## config.mk

```make
export PLATFORM = sky130hd
export DESIGN_NAME = clock_tick_time_accounting_core
export DESIGN_NICKNAME = d
export VERILOG_FILES = /design/src/design/ctta_pkg.sv /design/src/design/clock_tick_time_accounting_core.sv
export SDC_FILE = /design/constraint.sdc
export NUM_CORES = 2
export LEC_CHECK = 0
export ABC_AREA = 1
export BUFFER_PORTS_ARGS = -buffer_cell sky130_fd_sc_hd__buf_2
export CORE_UTILIZATION = 35
export CTS_CLUSTER_DIAMETER = 150
export DETAILED_ROUTE_END_ITERATION = 8
export PLACE_DENSITY = 0.61
export SKIP_LAST_GASP = 1
export SLEW_MARGIN = 20
export SYNTH_ARGS = -nofsm -noshare
export SYNTH_HDL_FRONTEND = slang
export SYNTH_SLANG_ARGS = --single-unit
export TNS_END_PERCENT = 50
```

## constraint.sdc

```tcl
create_clock -name aclk -period 24.2 [get_ports aclk]
set_clock_uncertainty 0.05 [all_clocks]
set_input_delay 1.21 -clock aclk [delete_from_list [all_inputs] [get_ports aclk]]
set_output_delay 1.21 -clock aclk [all_outputs]
set_load 0.02 [all_outputs]
```

## src/design/ctta_pkg.sv

```systemverilog
// Package for the clock-tick time accounting core.
// Holds field widths, register indexes, reset values and charge bucket codes.
// No dependencies.
`timescale 1ns / 1ps

package ctta_pkg;

    // Field widths
    localparam int unsigned IncW     = 32;
    localparam int unsigned ModeW    = 5;
    localparam int unsigned IrqlW    = 5;
    localparam int unsigned QuantW   = 8;
    localparam int unsigned TimeW    = 64;
    localparam int unsigned CntW     = 32;
    localparam int unsigned BucketW  = 3;
    localparam int unsigned MaxIncW  = 31;
    localparam int unsigned AdjW     = 32;
    localparam int unsigned CfgIdxW  = 8;
    localparam int unsigned CfgDataW = 32;

    // Configuration register indexes
    localparam logic [CfgIdxW-1:0] REG_MAX_INCREMENT     = 8'd0;
    localparam logic [CfgIdxW-1:0] REG_TIME_ADJUSTMENT   = 8'd1;
    localparam logic [CfgIdxW-1:0] REG_QUANTUM_DECREMENT = 8'd2;
    localparam logic [CfgIdxW-1:0] REG_DISPATCH_LEVEL    = 8'd3;

    // Configuration reset values
    localparam logic [MaxIncW-1:0] MAX_INCREMENT_RST     = 31'd100000;
    localparam logic [AdjW-1:0]    TIME_ADJUSTMENT_RST   = 32'd100000;
    localparam logic [QuantW-1:0]  QUANTUM_DECREMENT_RST = 8'd3;
    localparam logic [IrqlW-1:0]   DISPATCH_LEVEL_RST    = 5'd2;

    // Interrupted mode code for user mode
    localparam logic [ModeW-1:0] MODE_USER = 5'h10;

    // Charge bucket codes
    localparam logic [BucketW-1:0] BUCKET_NONE   = 3'd0;
    localparam logic [BucketW-1:0] BUCKET_USER   = 3'd1;
    localparam logic [BucketW-1:0] BUCKET_ISR    = 3'd2;
    localparam logic [BucketW-1:0] BUCKET_DPC    = 3'd3;
    localparam logic [BucketW-1:0] BUCKET_KERNEL = 3'd4;

endpackage

```

## src/design/clock_tick_time_accounting_core.sv

```systemverilog
// Clock-tick time accounting core: top level.
// Depends on ctta_pkg for widths, register indexes and bucket codes.
`timescale 1ns / 1ps

// Usage:
//   Each transfer on the s_ channel is one clock interrupt. Each one yields
//   exactly one transfer on the m_ channel carrying the updated interrupt
//   time, system time, tick count, full-tick flag, charge bucket, quantum
//   (decremented on full ticks only), quantum-end flag and the four processor tick counters.
//   Configuration registers are written through the cfg_ channel, which is
//   always ready; indexes beyond the register list are ignored. Write them
//   only while no interrupt is in flight.
//   Path: from s_ transfer to m_valid through the input register, then the
//   result register. Throughput: one interrupt per cycle while the receiver
//   does not stall; the running accumulators are updated as each interrupt
//   moves from input to result register, so each interrupt sees the state left by the last.
//   Reset (aresetn low, synchronous) clears both stages, all accumulators
//   and the countdown, and restores the register defaults.
//   When the receiver stalls, the result register holds; the input register
//   still takes one more transfer, after which s_ready drops until m_ready.

module clock_tick_time_accounting_core (
    input  logic                                aclk,
    input  logic                                aresetn,
    // interrupt channel
    input  logic                                s_valid,
    output logic                                s_ready,
    input  logic [ctta_pkg::IncW-1:0]           s_time_increment,
    input  logic [ctta_pkg::ModeW-1:0]          s_cpsr_mode,
    input  logic [ctta_pkg::IrqlW-1:0]          s_old_irql,
    input  logic                                s_dpc_active,
    input  logic signed [ctta_pkg::QuantW-1:0]  s_thread_quantum,
    // result channel
    output logic                                m_valid,
    input  logic                                m_ready,
    output logic [ctta_pkg::TimeW-1:0]          m_interrupt_time,
    output logic [ctta_pkg::TimeW-1:0]          m_system_time,
    output logic [ctta_pkg::TimeW-1:0]          m_tick_count,
    output logic                                m_full_tick,
    output logic [ctta_pkg::BucketW-1:0]        m_charge_bucket,
    output logic signed [ctta_pkg::QuantW-1:0]  m_new_quantum,
    output logic                                m_quantum_end,
    output logic [ctta_pkg::CntW-1:0]           m_cpu_user_time,
    output logic [ctta_pkg::CntW-1:0]           m_cpu_kernel_time,
    output logic [ctta_pkg::CntW-1:0]           m_cpu_isr_time,
    output logic [ctta_pkg::CntW-1:0]           m_cpu_dpc_time,
    // configuration write channel
    input  logic                                cfg_valid,
    output logic                                cfg_ready,
    input  logic [ctta_pkg::CfgIdxW-1:0]        cfg_index,
    input  logic [ctta_pkg::CfgDataW-1:0]       cfg_wdata
);

    import ctta_pkg::*;

    // Configuration registers
    logic [MaxIncW-1:0] max_inc_reg;
    logic [AdjW-1:0]    time_adj_reg;
    logic [QuantW-1:0]  quant_dec_reg;
    logic [IrqlW-1:0]   disp_level_reg;

    // Input register
    logic               in_valid_reg;
    logic [IncW-1:0]    in_inc_reg;
    logic [ModeW-1:0]   in_mode_reg;
    logic [IrqlW-1:0]   in_irql_reg;
    logic               in_dpc_reg;
    logic [QuantW-1:0]  in_quant_reg;

    // Running state
    logic [TimeW-1:0]   irq_time_reg;
    logic [IncW-1:0]    countdown_reg;
    logic [TimeW-1:0]   sys_time_reg;
    logic [TimeW-1:0]   tick_reg;
    logic [CntW-1:0]    user_ticks_reg;
    logic [CntW-1:0]    kernel_ticks_reg;
    logic [CntW-1:0]    isr_ticks_reg;
    logic [CntW-1:0]    dpc_ticks_reg;

    // Next values
    logic [TimeW-1:0]   irq_time_next;
    logic [IncW-1:0]    countdown_sub;
    logic [IncW-1:0]    countdown_next;
    logic [TimeW-1:0]   sys_time_next;
    logic [TimeW-1:0]   tick_next;
    logic [CntW-1:0]    user_ticks_next;
    logic [CntW-1:0]    kernel_ticks_next;
    logic [CntW-1:0]    isr_ticks_next;
    logic [CntW-1:0]    dpc_ticks_next;
    logic               full_next;
    logic [BucketW-1:0] bucket_next;
    logic [QuantW-1:0]  quant_dec;
    logic [QuantW-1:0]  quant_next;
    logic               qend_next;

    // Result register valid
    logic               out_valid_reg;

    // Handshake control
    logic               advance;

    assign advance   = in_valid_reg && (!out_valid_reg || m_ready);
    assign s_ready   = !in_valid_reg || advance;
    assign m_valid   = out_valid_reg;
    assign cfg_ready = 1'b1;

    // Take configuration writes; ignore unknown indexes
    always_ff @(posedge aclk) begin
        if (!aresetn) begin
            max_inc_reg    <= MAX_INCREMENT_RST;
            time_adj_reg   <= TIME_ADJUSTMENT_RST;
            quant_dec_reg  <= QUANTUM_DECREMENT_RST;
            disp_level_reg <= DISPATCH_LEVEL_RST;
        end else if (cfg_valid) begin
            if (cfg_index == REG_MAX_INCREMENT) begin
                max_inc_reg <= cfg_wdata[MaxIncW-1:0];
            end
            if (cfg_index == REG_TIME_ADJUSTMENT) begin
                time_adj_reg <= cfg_wdata[AdjW-1:0];
            end
            if (cfg_index == REG_QUANTUM_DECREMENT) begin
                quant_dec_reg <= cfg_wdata[QuantW-1:0];
            end
            if (cfg_index == REG_DISPATCH_LEVEL) begin
                disp_level_reg <= cfg_wdata[IrqlW-1:0];
            end
        end
    end

    // Capture the interrupt on each input transfer
    always_ff @(posedge aclk) begin
        if (!aresetn) begin
            in_valid_reg <= 1'b0;
        end else if (s_ready) begin
            in_valid_reg <= s_valid;
        end
    end

    always_ff @(posedge aclk) begin
        if (s_valid && s_ready) begin
            in_inc_reg   <= s_time_increment;
            in_mode_reg  <= s_cpsr_mode;
            in_irql_reg  <= s_old_irql;
            in_dpc_reg   <= s_dpc_active;
            in_quant_reg <= s_thread_quantum;
        end
    end

    // Add up interrupt time, count down the tick offset, decide whether a full tick completes and decrement the quantum
    always_comb begin
        irq_time_next = irq_time_reg + {{(TimeW-IncW){1'b0}}, in_inc_reg};
        countdown_sub = countdown_reg - in_inc_reg;
        full_next     = (countdown_sub == '0) || countdown_sub[IncW-1];
        quant_dec     = in_quant_reg - quant_dec_reg;
    end

    // Sort the tick into a bucket and bump the matching counters
    always_comb begin
        countdown_next    = countdown_sub;
        sys_time_next     = sys_time_reg;
        tick_next         = tick_reg;
        user_ticks_next   = user_ticks_reg;
        kernel_ticks_next = kernel_ticks_reg;
        isr_ticks_next    = isr_ticks_reg;
        dpc_ticks_next    = dpc_ticks_reg;
        bucket_next       = BUCKET_NONE;
        quant_next        = in_quant_reg;
        qend_next         = 1'b0;
        if (full_next) begin
            countdown_next = countdown_sub + {1'b0, max_inc_reg};
            sys_time_next  = sys_time_reg + {{(TimeW-AdjW){1'b0}}, time_adj_reg};
            tick_next      = tick_reg + {{(TimeW-1){1'b0}}, 1'b1};
            quant_next     = quant_dec;
            qend_next      = (quant_dec == '0) || quant_dec[QuantW-1];
            priority if (in_mode_reg == MODE_USER) begin
                bucket_next     = BUCKET_USER;
                user_ticks_next = user_ticks_reg + {{(CntW-1){1'b0}}, 1'b1};
            end else if (in_irql_reg > disp_level_reg) begin
                bucket_next       = BUCKET_ISR;
                isr_ticks_next    = isr_ticks_reg + {{(CntW-1){1'b0}}, 1'b1};
                kernel_ticks_next = kernel_ticks_reg + {{(CntW-1){1'b0}}, 1'b1};
            end else if (in_irql_reg == disp_level_reg && in_dpc_reg) begin
                bucket_next       = BUCKET_DPC;
                dpc_ticks_next    = dpc_ticks_reg + {{(CntW-1){1'b0}}, 1'b1};
                kernel_ticks_next = kernel_ticks_reg + {{(CntW-1){1'b0}}, 1'b1};
            end else begin
                bucket_next       = BUCKET_KERNEL;
                kernel_ticks_next = kernel_ticks_reg + {{(CntW-1){1'b0}}, 1'b1};
            end
        end
    end

    // Advance the running state once per interrupt
    always_ff @(posedge aclk) begin
        if (!aresetn) begin
            irq_time_reg     <= '0;
            countdown_reg    <= '0;
            sys_time_reg     <= '0;
            tick_reg         <= '0;
            user_ticks_reg   <= '0;
            kernel_ticks_reg <= '0;
            isr_ticks_reg    <= '0;
            dpc_ticks_reg    <= '0;
        end else if (advance) begin
            irq_time_reg     <= irq_time_next;
            countdown_reg    <= countdown_next;
            sys_time_reg     <= sys_time_next;
            tick_reg         <= tick_next;
            user_ticks_reg   <= user_ticks_next;
            kernel_ticks_reg <= kernel_ticks_next;
            isr_ticks_reg    <= isr_ticks_next;
            dpc_ticks_reg    <= dpc_ticks_next;
        end
    end

    // Hold the result until the receiver takes it
    always_ff @(posedge aclk) begin
        if (!aresetn) begin
            out_valid_reg <= 1'b0;
        end else if (advance) begin
            out_valid_reg <= 1'b1;
        end else if (m_ready) begin
            out_valid_reg <= 1'b0;
        end
    end

    always_ff @(posedge aclk) begin
        if (advance) begin
            m_interrupt_time  <= irq_time_next;
            m_system_time     <= sys_time_next;
            m_tick_count      <= tick_next;
            m_full_tick       <= full_next;
            m_charge_bucket   <= bucket_next;
            m_new_quantum     <= quant_next;
            m_quantum_end     <= qend_next;
            m_cpu_user_time   <= user_ticks_next;
            m_cpu_kernel_time <= kernel_ticks_next;
            m_cpu_isr_time    <= isr_ticks_next;
            m_cpu_dpc_time    <= dpc_ticks_next;
        end
    end

endmodule

```

==> results.toml <==
[synth]
ys_ff_latch = 814
yosys_warnings = 0
yosysUniqueCellTypes = 48
postSynthCellCount = 6057
synthFlopType = "dfxtp_1"
syn-num-nets = 6306
ys_seq_area_share_pct = 44.3
synth_edf_count = 384
synth_area_sq_um = 45500
synth.avg_cell_area_sq_um = 7.51
async_reset_ff_share_pct = 0

[routing]
antenna_left = 0
drtIter0Drc = 3278
vias = 40500
via_per_inst = 4.94
routedWlPerCell_microns = 17.6
drc = 0
drtPass1Iterations = 6
wl_microns = 144000

[placed_design]
dp_hpwl_microns = 107000
dpl_cell_area_sq_um = 49100
io_buffers = 430
dp.cells = 8021
gp_congestion = 0.954

[floorplanning]
chipWidth_microns = 362
chipHeight_microns = 362
core-area_sq_um = 128000
dieArea_sq_um = 131000
initial_utilization_pct = 35.5
io_pins = 432
rows = 131

[clock_network]
cts_resized = 0
cts_tree = "done"
htreeDepth = 3
numCtsBuffers = 95
hold_buffers = 0
clock_latency_ns = 0.71
clk_pin_slew_ns = 0.06
root_buffer = "clkbuf_16"
clk_path_buf_depth = 3
post-cts-setup-buffer-count = 0
clkSinkCount = 814

[final_layout]
register_area_sq_um = 20100
fin_area_sq_um = 52400
instances_no_fill = 8202
fillers = 13200
drive_above_1_share_pct = 10.1
area_growth_pct = 15.2
final_nets = 6638
multi_input_area_sq_um = 21400

[setup_path]
worstPathMaxFanout = 162
path_class = "reg2reg"
endpoint_kind = "flop"
reg2reg_from = "in_inc_reg[0]$_DFFE_PP_"
critPathArrivalTime_ns = 7.01
cp.required_ns = 24.74
rr_worst_depth = 20
r2r-end = "sys_time_reg[25]$_SDFFE_PN0P_"
startpoint_type = "flop"
reg2reg_slack_ns = 17.73

[timing]
period_share_pct = 26.7
fmax_mhz = 155
rsz0062_at_grt = "false"
tightest_slew_ns = 1.32
finalSetupTns_ns = 0
max_slew_margin_pct = 11.8
layout_min_cycle_time_ns = 6.47
report.final.slew_viol_count = 0
setup_viol = 0
hold_viol_final = 0

[min_path]
hold_end = "countdown_reg[0]$_SDFFE_PN0P_"
worstHoldStart = "countdown_reg[0]$_SDFFE_PN0P_"
hold_depth = 2
hp-class = "reg2reg"

[power]
powerDensity_nw_per_um2 = 73.5
peakVddDrop_mv = 0.0549
p_leak_nw = 22.9

[grt]
antenna_found_initial = 13
grt_pass1_wl_microns = 218000
grt_max_degree = 225
overflow = 0
track_usage_pct = 21.4
grt_pass1_vias = 37700

[run]
maxCapViolations = 0

[run_status]
outcome = "complete, no violations"
==> per-layer routing <==
layer | vias up | global-route usage, % | routed length [microns]
met5 | - | 0 | 13
met4 | 2 | 6.96 | 4440
met3 | 193 | 4.31 | 9550
met2 | 1166 | 34.3 | 65200
met1 | 18900 | 28.7 | 65100
li1 | 20300 | - | -
==> placed cells by master (no fill, tap or decap), types with 23 or more instances in the layout <==
| cell | synthesis | layout |
|---|---|---|
| o211ai_1 | 23 | 23 |
| nor2_1 | 734 | 734 |
| buf_2 | 71 | 429 |
| nand4_1 | 70 | 70 |
| edfxtp_1 | 384 | 384 |
| nand3_1 | 235 | 235 |
| o21ai_0 | 553 | 553 |
| ha_1 | 148 | 148 |
| a31oi_1 | 23 | 23 |
| clkbuf_16 | 0 | 97 |
| o21ai_1 | 33 | 33 |
| nand3b_1 | 32 | 32 |
| inv_1 | 785 | 783 |
| xor2_1 | 299 | 299 |
| nand2_1 | 1453 | 1452 |
| nor3_1 | 141 | 141 |
| a21oi_1 | 286 | 286 |
| inv_2 | 24 | 23 |
| xnor2_1 | 41 | 41 |
| dfxtp_1 | 430 | 430 |
| nor4_1 | 48 | 48 |
==> through the flow <==
stage | hold WS [ns] | setup WS, ns | utilization [%] | power [W]
4_1_cts | 0.420 | 17.60 | 40.9 | 0.00389
3_5_place_dp | 0.412 | 17.60 | 38.3 | 0.00236
6_report | 0.415 | 17.73 | 40.9 | 0.00385
2_1_floorplan | 0.378 | 12.26 | - | 0.00214
3_3_place_gp | 0.406 | 17.74 | 38.3 | 0.00235
5_1_grt | 0.431 | 16.91 | 40.9 | 0.00403
==> critical path: stages, from the launching register on <==
cell and delay (ns):
edfxtp_1 0.36, ha_1 0.16, inv_1 0.08, fa_1 0.47
nand3_1 0.12, nand3_1 0.16, nand3_1 0.12, nand3_1 0.21
xor2_1 0.32, nand2_1 0.08, nor2_1 0.09, nand2_1 0.05
nor2_1 0.17, nand3_2 0.62, nand2_8 0.87, nand2_8 0.65
inv_4 0.62, buf_4 0.70, nand2_1 0.10, nand2_1 0.09
nor2_1 0.05
==> layout make-up <==
type / instances / share of cell area (%)
timing repair buffer: 449 / 4.46
inverter: 815 / 5.88
tap: 1729 / 4.13
multi-input combinational: 4214 / 40.8
sequential: 814 / 38.4
antenna: 2 / 0.00955
clock buffer: 121 / 4.88
clock inverter: 58 / 1.39
==> synth_stat cells, drive strengths merged (2+ instances only) <==
library cell	count	area share, %
a21boi	11	0.18
a21o	21	0.35
a21oi	286	3.1
a31oi	23	0.32
and2	5	0.069
and3	5	0.069
buf	98	1.1
clkbuf	116	0.96
clkinv	6	0.050
dfxtp	430	19
edfxtp	384	25
fa	5	0.22
ha	148	4.1
inv	809	6.7
nand2	1456	12
nand3	238	2.7
nand3b	32	0.53
nand4	70	0.96
nor2	739	6.1
nor3	143	1.6
nor4	48	0.66
o211ai	23	0.38
o21a	6	0.099
o21ai	586	6.5
o21bai	13	0.22
o31ai	2	0.033
or2	6	0.083
xnor2	41	0.79
xor2	299	5.8
==> kinds of logic (layout without fill, tap and decap cells) <==
kind of cell	Yosys count	after routing	share of synthesized area [%]
AND/OR/NAND/NOR	2744	2744	24.8
XOR/XNOR	340	340	6.55
adder cells (fa/ha/maj)	153	153	4.29
other	1	3	0.00825
flip-flops	814	814	44.3
AO/OA/AOI/OAI	976	976	11.3
buffers and inverters	1029	1443	8.76
==> power by group <==
| group | internal [W] | leakage, nW | switching (W) |
|---|---|---|---|
| Clock | 0.000904 | 1.61 | 0.000613 |
| Sequential | 0.00155 | 7.20 | 0.0000610 |
| Combinational | 0.000211 | 14.1 | 0.000511 |
==> how the worst max path moves through the flow <==
stage,endpoint,cells after the start,slack (ns),start
final,sys_time_reg[25]$_SDFFE_PN0P_,20,17.73,in_inc_reg[0]$_DFFE_PP_
after global routing,sys_time_reg[17]$_SDFFE_PN0P_,20,16.91,in_inc_reg[0]$_DFFE_PP_
after CTS,sys_time_reg[14]$_SDFFE_PN0P_,20,17.60,in_inc_reg[0]$_DFFE_PP_
after detailed placement,sys_time_reg[22]$_SDFFE_PN0P_,20,17.60,in_inc_reg[0]$_DFFE_PP_
after global placement,sys_time_reg[24]$_SDFFE_PN0P_,20,17.74,in_inc_reg[0]$_DFFE_PP_
after floorplan,countdown_reg[6]$_SDFFE_PN0P_,7,12.26,m_ready
(Power assumes the default switching activity.)
